--- src/hw/rtl/fr_pkg.sv ---
// shared constants and types for the fragment reassembler
package fr_pkg;

    localparam int FRAME_CAPACITY = 256;
    localparam int POS_W          = $clog2(FRAME_CAPACITY + 1);
    localparam int ADDR_W         = $clog2(FRAME_CAPACITY);
    localparam int BYTE_W         = 8;
    localparam int IDX_W          = 8;
    localparam int LEN_W          = 9;
    localparam int KIND_W         = 4;

    localparam logic [POS_W-1:0] CAP_POS = POS_W'(FRAME_CAPACITY);

    typedef logic [KIND_W-1:0] kind_t;

    localparam kind_t KIND_MIDDLE = 4'h0;
    localparam kind_t KIND_START  = 4'h1;
    localparam kind_t KIND_LAST   = 4'h2;
    localparam kind_t KIND_WHOLE  = 4'h3;

    typedef struct packed {
        logic              en;
        logic [ADDR_W-1:0] addr;
        logic [BYTE_W-1:0] data;
    } store_wr_t;

    typedef struct packed {
        logic             done;
        logic [POS_W-1:0] len;
        logic             coll;
    } frag_status_t;

endpackage

--- src/hw/rtl/fr_ctrl.sv ---
// fragment state tracking: header decode, store position and frame completion
module fr_ctrl (
    input  logic                       clk,
    input  logic                       rst_n,
    input  logic                       accept,
    input  logic                       mode,
    input  logic [fr_pkg::BYTE_W-1:0]  data_byte,
    input  logic                       first_byte,
    input  logic                       last_byte,
    output fr_pkg::store_wr_t          wr,
    output fr_pkg::frag_status_t       status
);

    logic [fr_pkg::POS_W-1:0] write_pos_reg;
    logic [fr_pkg::POS_W-1:0] write_pos_next;
    logic [fr_pkg::POS_W-1:0] assembled_len_reg;
    logic [fr_pkg::POS_W-1:0] assembled_len_next;
    logic                     collecting_reg;
    logic                     collecting_next;
    fr_pkg::kind_t            fragment_kind_reg;
    fr_pkg::kind_t            fragment_kind_next;
    logic                     fragment_accepted_reg;
    logic                     fragment_accepted_next;
    logic                     end_now;
    logic                     done;
    logic                     store_en;

    always_comb
    begin
        write_pos_next         = write_pos_reg;
        assembled_len_next     = assembled_len_reg;
        collecting_next        = collecting_reg;
        fragment_kind_next     = fragment_kind_reg;
        fragment_accepted_next = fragment_accepted_reg;
        end_now                = 1'b0;
        done                   = 1'b0;
        store_en               = 1'b0;

        if (!mode)
        begin
            if (first_byte)
            begin
                fragment_kind_next = data_byte[fr_pkg::KIND_W-1:0];
                if (fragment_kind_next == fr_pkg::KIND_START ||
                    fragment_kind_next == fr_pkg::KIND_WHOLE)
                begin
                    write_pos_next         = '0;
                    assembled_len_next     = '0;
                    fragment_accepted_next = 1'b1;
                    collecting_next        = (fragment_kind_next == fr_pkg::KIND_START);
                end
                else if (fragment_kind_next == fr_pkg::KIND_MIDDLE ||
                         fragment_kind_next == fr_pkg::KIND_LAST)
                begin
                    fragment_accepted_next = collecting_reg;
                end
                else
                begin
                    fragment_accepted_next = 1'b0;
                end
                end_now = last_byte;
            end
            else if (fragment_accepted_reg)
            begin
                if (write_pos_reg < fr_pkg::CAP_POS)
                begin
                    store_en           = 1'b1;
                    write_pos_next     = write_pos_reg + fr_pkg::POS_W'(1);
                    assembled_len_next = write_pos_next;
                    end_now            = last_byte;
                end
                else
                begin
                    // overflow abandons the frame
                    collecting_next        = 1'b0;
                    fragment_accepted_next = 1'b0;
                end
            end
        end

        if (end_now)
        begin
            if (fragment_accepted_next)
            begin
                if (fragment_kind_next == fr_pkg::KIND_LAST ||
                    fragment_kind_next == fr_pkg::KIND_WHOLE)
                begin
                    done            = 1'b1;
                    collecting_next = 1'b0;
                end
                else if (fragment_kind_next == fr_pkg::KIND_MIDDLE &&
                         write_pos_next >= fr_pkg::CAP_POS)
                begin
                    collecting_next = 1'b0;
                end
            end
            fragment_accepted_next = 1'b0;
        end
    end

    always_comb
    begin
        wr.en       = accept & store_en;
        wr.addr     = write_pos_reg[fr_pkg::ADDR_W-1:0];
        wr.data     = data_byte;
        status.done = done;
        status.len  = assembled_len_next;
        status.coll = collecting_next;
    end

    always_ff @(posedge clk or negedge rst_n)
    begin
        if (!rst_n)
        begin
            write_pos_reg         <= '0;
            assembled_len_reg     <= '0;
            collecting_reg        <= 1'b0;
            fragment_kind_reg     <= '0;
            fragment_accepted_reg <= 1'b0;
        end
        else if (accept)
        begin
            write_pos_reg         <= write_pos_next;
            assembled_len_reg     <= assembled_len_next;
            collecting_reg        <= collecting_next;
            fragment_kind_reg     <= fragment_kind_next;
            fragment_accepted_reg <= fragment_accepted_next;
        end
    end

endmodule

--- src/hw/rtl/fr_store.sv ---
// frame byte store with one write port and a registered read port
module fr_store (
    input  logic                       clk,
    input  logic                       rst_n,
    input  fr_pkg::store_wr_t          wr,
    input  logic                       rd_en,
    input  logic [fr_pkg::IDX_W-1:0]   read_index,
    output logic [fr_pkg::BYTE_W-1:0]  rd_data
);

    localparam int CMP_W = (fr_pkg::POS_W > fr_pkg::IDX_W) ? fr_pkg::POS_W : fr_pkg::IDX_W;

    logic [fr_pkg::BYTE_W-1:0] mem [fr_pkg::FRAME_CAPACITY];
    logic [fr_pkg::BYTE_W-1:0] rd_data_reg;
    logic                      in_range_reg;
    logic                      in_range;
    logic [fr_pkg::ADDR_W-1:0] rd_addr;

    assign in_range = CMP_W'(read_index) < CMP_W'(fr_pkg::FRAME_CAPACITY);
    assign rd_addr  = fr_pkg::ADDR_W'(read_index);

    always_ff @(posedge clk)
    begin
        if (wr.en)
        begin
            mem[wr.addr] <= wr.data;
        end
        if (rd_en)
        begin
            rd_data_reg <= mem[rd_addr];
        end
    end

    always_ff @(posedge clk or negedge rst_n)
    begin
        if (!rst_n)
        begin
            in_range_reg <= 1'b0;
        end
        else if (rd_en)
        begin
            in_range_reg <= in_range;
        end
    end

    assign rd_data = in_range_reg ? rd_data_reg : '0;

endmodule

--- src/hw/rtl/fragment_reassembler.sv ---
// fragment reassembler top level: handshake, result register and assertions
// the result is registered and becomes valid in the cycle after the input transfer
// throughput: one item per cycle; the input stalls only while a held result is stalled
// the byte store is a single 256-entry memory, at most one write or one read per item
// reset clears all control state and the result register; the store is not cleared
module fragment_reassembler (
    input  logic                       clk,
    input  logic                       rst_n,
    input  logic                       in_valid,
    output logic                       in_stall,
    input  logic                       mode,
    input  logic [fr_pkg::BYTE_W-1:0]  data_byte,
    input  logic                       first_byte,
    input  logic                       last_byte,
    input  logic [fr_pkg::IDX_W-1:0]   read_index,
    output logic                       out_valid,
    input  logic                       out_stall,
    output logic                       frame_done,
    output logic [fr_pkg::LEN_W-1:0]   frame_length,
    output logic [fr_pkg::BYTE_W-1:0]  read_data,
    output logic                       assembling
);

    fr_pkg::store_wr_t         wr;
    fr_pkg::frag_status_t      status;
    logic                      accept;
    logic [fr_pkg::BYTE_W-1:0] rd_data;

    logic                      out_valid_reg;
    logic                      out_valid_next;
    logic                      frame_done_reg;
    logic [fr_pkg::POS_W-1:0]  len_reg;
    logic                      assembling_reg;
    logic                      read_sel_reg;

    assign in_stall = out_valid_reg & out_stall;
    assign accept   = in_valid & ~in_stall;

    fr_ctrl u_ctrl (
        .clk        (clk),
        .rst_n      (rst_n),
        .accept     (accept),
        .mode       (mode),
        .data_byte  (data_byte),
        .first_byte (first_byte),
        .last_byte  (last_byte),
        .wr         (wr),
        .status     (status)
    );

    fr_store u_store (
        .clk        (clk),
        .rst_n      (rst_n),
        .wr         (wr),
        .rd_en      (accept & mode),
        .read_index (read_index),
        .rd_data    (rd_data)
    );

    always_comb
    begin
        out_valid_next = out_valid_reg & out_stall;
        if (accept)
        begin
            out_valid_next = 1'b1;
        end
    end

    always_ff @(posedge clk or negedge rst_n)
    begin
        if (!rst_n)
        begin
            out_valid_reg  <= 1'b0;
            frame_done_reg <= 1'b0;
            len_reg        <= '0;
            assembling_reg <= 1'b0;
            read_sel_reg   <= 1'b0;
        end
        else
        begin
            out_valid_reg <= out_valid_next;
            if (accept)
            begin
                frame_done_reg <= status.done;
                len_reg        <= status.len;
                assembling_reg <= status.coll;
                read_sel_reg   <= mode;
            end
        end
    end

    assign out_valid    = out_valid_reg;
    assign frame_done   = frame_done_reg;
    assign frame_length = fr_pkg::LEN_W'(len_reg);
    assign assembling   = assembling_reg;
    assign read_data    = read_sel_reg ? rd_data : '0;

    a_done_ends_collect: assert property (@(posedge clk) disable iff (!rst_n)
        out_valid_reg && frame_done_reg |-> !assembling_reg)
        else $error("frame completed while still collecting");

    a_read_no_done: assert property (@(posedge clk) disable iff (!rst_n)
        out_valid_reg && read_sel_reg |-> !frame_done_reg)
        else $error("read transfer reports frame completion");

    a_len_in_capacity: assert property (@(posedge clk) disable iff (!rst_n)
        out_valid_reg |-> len_reg <= fr_pkg::CAP_POS)
        else $error("frame length beyond store capacity");

    a_store_write_gated: assert property (@(posedge clk) disable iff (!rst_n)
        wr.en |-> accept && !mode && !first_byte)
        else $error("store written outside a payload transfer");

endmodule
--- config.mk ---
export PLATFORM = sky130hd
export DESIGN_NAME = fragment_reassembler
export DESIGN_NICKNAME = d
export VERILOG_FILES = /design/src/hw/rtl/fr_pkg.sv /design/src/hw/rtl/fr_ctrl.sv /design/src/hw/rtl/fr_store.sv /design/src/hw/rtl/fragment_reassembler.sv
export SDC_FILE = /design/constraint.sdc
export NUM_CORES = 2
export LEC_CHECK = 0
export ABC_CLOCK_PERIOD_IN_PS = 4700
export BUFFER_PORTS_ARGS = -buffer_cell sky130_fd_sc_hd__buf_2
export CAP_MARGIN = 30
export CORE_ASPECT_RATIO = 0.6
export CORE_MARGIN = 3
export CORE_UTILIZATION = 55
export CTS_BUF_LIST = sky130_fd_sc_hd__clkbuf_16
export CTS_CLUSTER_DIAMETER = 120
export DETAILED_ROUTE_END_ITERATION = 10
export MAX_ROUTING_LAYER = met4
export PLACE_DENSITY_LB_ADDON = 0.12
export RECOVER_POWER = 25
export SKIP_CTS_REPAIR_TIMING = 1
export SYNTH_ARGS = -nofsm -noshare
export SYNTH_HDL_FRONTEND = slang
export SYNTH_HIERARCHICAL = 1
export SYNTH_SLANG_ARGS = --single-unit
--- constraint.sdc ---
create_clock -name clk -period 4.7 [get_ports clk]
set_input_delay 0.705 -clock clk [delete_from_list [all_inputs] [get_ports clk]]
set_output_delay 0.705 -clock clk [all_outputs]
set_load 0.05 [all_outputs]
After elaboration in Yosys (flattened, before gate mapping)
Memories as Yosys holds them, arrays and structs flattened. A register that Yosys moved wholly into a read port is not among the register bits.
Cells that the tools add are included.
Storage, ports and cells
  flip-flop bits (word level): 28
  bits in writable memories: 2048
  input port bits: 23
  output and inout bits: 21
  word-level logic and storage cells: 75
  memories kept: 1
Cells by class
  $add $sub $neg: 1
  $lt $le $gt $ge: 2
  equal/unequal tests: 6
  mux-type cells: 41
  bitwise gates (word level): 6
  reductions and logical operators: 9
Memory list
  u_store.mem: words 256, bits a word 8, rd ports 1, clocked after memory_dff 1, write ports 1, line fr_store.sv:13  | logic [fr_pkg::BYTE_W-1:0] mem [fr_pkg::FRAME_CAPACITY];
Operators with widths (count)
  9-bit two-way mux: 9
  1-bit two-way mux: 28
  4-bit by 2-bit == test with 1-bit output (second input constant): 4
  8-bit two-way mux: 2
  9-bit by 1-bit adder with 9-bit output (second input constant): 1
  9-bit >= comparator (second input constant): 1
  9-bit < comparator (second input constant): 1
  4-bit logical NOT: 2
  4-bit two-way mux: 2
  5-bit AND reduction: 1
  1-bit AND: 4
  4-bit by 1-bit == test with 1-bit output (second input constant): 1
  2-bit nonzero test: 2
  1-bit logical OR: 3
  2-bit by 1-bit inequality test with 1-bit output (second input constant): 1
  1-bit inverter: 2
  1-bit logical AND: 1

Longest topological paths before layout
  word-level depth: 11
  depth in mapped cells: 12
  mapped depth without buffers: 6

Cells and area by module
The synthesis kept the hierarchy.
By module, submodules not included
  fr_store: instances 1, cells each 3711, area each 79861.6 sq um, sequential area each 61764.2 sq um
  fr_ctrl: instances 1, cells each 184, area each 1675.4 sq um, sequential area each 600.6 sq um
  fragment_reassembler: instances 1, cells each 38, area each 599.3 sq um, sequential area each 325.3 sq um

Least setup slack after synthesis
No wires, ideal clock.
  path kind: input to register
  start point: in in_valid
  end point: mem u_store/mem[234][0] (netlist bit) (enable)
  arrival time: 2.676 ns
  setup slack: 1.654 ns
  cell stages on the path: 9
  path buffers: 4
  cell sequence: a21boi_4 buf_12 nand2_2 inv_1 clkbuf_1 clkbuf_1 nand3_1 clkbuf_1 nor2_1
RTL lines
  start, declared: line fragment_reassembler.sv:9  | input logic in_valid,
  end, declared: line fr_store.sv:13

Worst setup path in the final report
  start point: in data_byte[0] (netlist bit)
  end point: mem u_store/mem[44][0] (netlist bit) (data pin)
RTL lines
  start, declared: line fragment_reassembler.sv:12  | input logic [fr_pkg::BYTE_W-1:0] data_byte,
No word-level cell before the write port.

==> summary.md <==
| Metric | Value |
|---|---|
| Total Power | `37.8 mW` |
| Register area | `0.0627 mm^2` |
| Area Overhead vs Synth | `11.6%` |
| Wire length on met2 | `86.6 mm` |
| Drt pass-1 iters | `5` |
| Failing checks | `max-capacitance violations, max-slew violations` |
| Vias per cell | `6.62` |
| Mux contribution to synthesized area | `0.153` |
| Hold Crit Depth | `2` |
| Aggregate global routing overflow | `0` |
| PwrDens | `413 mW/mm^2` |
| Initial core utilization | `0.556` |
| Number of synthesized flops with an enable pin | `2056` |
| Crit path kind | `input pin to flip-flop` |
| Most common cell after layout, fill and taps aside | `edfxtp_1` |
| Most frequent cells in the layout | `edfxtp_1, mux4_2, nor2_1` |
| DP Area | `0.0859 mm^2` |
| Std cell rows | `109` |
| Num CTS Buffers | `182` |
| Reg2Reg Capture Point | `u_store/mem[87][7]$_DFFE_PP_` |
| Fin crit share | `0.818` |
| Top cell type's share of synthesized area | `0.752` |
| Vert. Die Dim | `305 um` |
| Final setup fails | `0` |
| CTS Root Cell | `clkbuf_16` |
| Worst VDD drop | `373 uV` |
| Synth Instances | `3933` |
| Arr. time, crit path | `3910 ps` |
| Area occupied by multi-input gates | `0.0179 mm^2` |
| Buf/Inv on CP | `2` |
| Die X | `505 um` |
| Period minus WS final | `3840 ps` |
| Post-synthesis xor/xnor area fraction | `0.000427` |
| Syn Area/Cell | `20.9 um^2` |
| Via count | `42100` |
| Initial DRC count | `6771` |
| Post-Syn Nets | `3957` |
| Leakage | `29.1 nW` |
| IO Count | `44` |
| Hold Path Origin | `in_valid` |
| Sequential-to-total area share from yosys stat | `0.763` |
| Largest family of logic cells by synthesized area | `multiplexers` |
| Gr usage total | `0.290` |
| Placed cells | `6013` |
| Startpoint Class | `input pin` |
| Register bit total from synthesis | `2094` |
| Port buffer count | `43` |
| Final wirelength | `215 mm` |
| Simple-Gate Fraction of Synth Area | `0.0300` |
| Pre-CTS setup slack | `395 ps` |
| Fill count | `10300` |
| Final Net Count | `4227` |
| Synth Area in Adders | `0.000152` |
| Ys Warns | `6` |
| Worst-Margin Slew | `3670 ps` |
| Critical Path RT | `4760 ps` |
| Met3 WL | `31.2 mm` |
| Reg2reg path depth | `3` |
| WL met1 | `94.5 mm` |
| Final instance area | `0.0917 mm^2` |
| Family with the most delay on the worst path | `buffers and inverters` |
| Crit path max fanout | `184` |
| Register-to-register path setup slack | `1140 ps` |
| Gpl congestion | `0.914` |
| Wire per inst | `33.9 um` |
| Number of global-route vias before repair | `39900` |
| Hold Path Class | `input pin to flip-flop` |
| CTS Sinks | `2094` |
| Final WS setup | `856 ps` |
| Status | `finished with violations` |
| Clock buffer depth | `3` |
| Setup total negative slack | `0 ps` |
| Unrepaired setup endpoints after global routing | `false` |
| CP max-delay cell | `buf_2` |
| First-pass GRT wire length | `307 mm` |
| Largest area contributor in the netlist | `edfxtp_1` |
| Post-route insts no fill | `6354` |
| Compound-Gate Fraction of Synth Area | `0.0335` |
| Top post-synthesis cells by area | `edfxtp_1, mux4_2, mux2i_1` |
| # DRC | `0` |
| Share of layout cells above drive strength 1 | `0.255` |
| Max Clk Rate | `260 MHz` |
| Max transition margin | `-1.45` |
| Uppermost routed layer | `met4` |
| Post-route ant nets | `0` |
| Max-slew violation count | `962` |
| H-tree level count | `4` |
| DP Wirelength | `138 mm` |
| Skew final | `18.3 ps` |
| Max reg flops | `2048` |
| CTS clock-pin slew for the worst setup and hold paths | `60 ps` |
| Hold violation total from the final report | `0` |
| Crit-path cells | `buf_8 > buf_2` |
| Mapped Area | `0.0821 mm^2` |
| Core area | `0.148 mm^2` |
| Die ar. | `0.154 mm^2` |
| Clk Latency, worst-skew pair | `800 ps` |
| Main flop type after synthesis | `edfxtp_1` |
| Initial antenna violation count | `11` |
| Min-Delay Endpoint | `out_valid$_DFF_PN0_` |
| Post-synthesis cell type count | `75` |
| Largest net degree at the start of global routing | `185` |
| Asr flop ratio synth | `0.0181` |
| Total of max-cap violations | `9` |
| Max stage delay on crit path | `2570 ps` |
| CTS tree | `built` |
| Crit end category | `flip-flop` |
synthesized netlist by cell type, types with 15 or more instances:
| cell | instances |
|---|---|
| mux2_2 | 22 |
| and2_1 | 30 |
| a22o_1 | 21 |
| nand3_1 | 28 |
| edfxtp_1 | 2056 |
| nand2_1 | 68 |
| clkbuf_1 | 106 |
| o22ai_1 | 36 |
| a211oi_1 | 15 |
| o221ai_1 | 36 |
| nor2b_1 | 24 |
| buf_2 | 44 |
| mux4_2 | 465 |
| buf_4 | 37 |
| a221oi_1 | 23 |
| a22oi_1 | 80 |
| a21oi_1 | 72 |
| nor2_1 | 282 |
| nor3_1 | 20 |
| o21ai_0 | 40 |
| dfrtp_1 | 38 |
| mux2i_1 | 157 |
| buf_6 | 38 |
metrics by stage:
step / hold slack, ps / utilization
after floorplan: 409 / -
after global placement: 466 / 0.580
after detailed placement: 467 / 0.581
after CTS: -237 / 0.620
after global routing: 109 / 0.620
final: 120 / 0.620
layer usage:
layer  GRT usage  up-vias
met5           -        -
met4      0.0576        0
met3      0.0967      238
met1       0.472    22400
met2       0.354     2522
li1            -    16900
power by group:
group	internal (mW)	switching (mW)	total (mW)
Sequential	20.6	0.115	20.7
Clock	8.12	6.64	14.8
Combinational	0.780	1.59	2.37
worst max path at each step:
stage	start	to	slack [ps]	depth (start not counted)
3_3_place_gp	read_index[0]	u_store/rd_data_reg[5]$_DFFE_PP_	430	9
3_5_place_dp	read_index[0]	u_store/rd_data_reg[5]$_DFFE_PP_	390	9
2_1_floorplan	in_valid	u_store/mem[234][0]$_DFFE_PP_	1650	9
6_report	data_byte[0]	u_store/mem[44][0]$_DFFE_PP_	860	2
4_1_cts	u_ctrl/write_pos_reg[8]$_DFFE_PN0P_	u_store/mem[117][4]$_DFFE_PP_	1180	6
5_1_grt	data_byte[0]	u_store/mem[252][0]$_DFFE_PP_	600	2
kinds of logic after synthesis:
group / Yosys count
compound gates: 388
mux: 658
fa+ha+maj: 1
simple gates: 528
buf+inv: 260
xor+xnor: 4
flops: 2094
cell type report:
cell class / instances / share of cell area
Clock buffer: 188 / 0.0513
Multi-Input combinational cell: 1579 / 0.195
Clock inverter: 144 / 0.0121
Sequential cell: 2094 / 0.684
Antenna cell: 5 / 0.000136
Timing Repair Buffer: 338 / 0.0302
Tap cell: 1998 / 0.0273
Inverter: 8 / 0.000328
No activity file was read; power rests on OpenSTA's default activity.
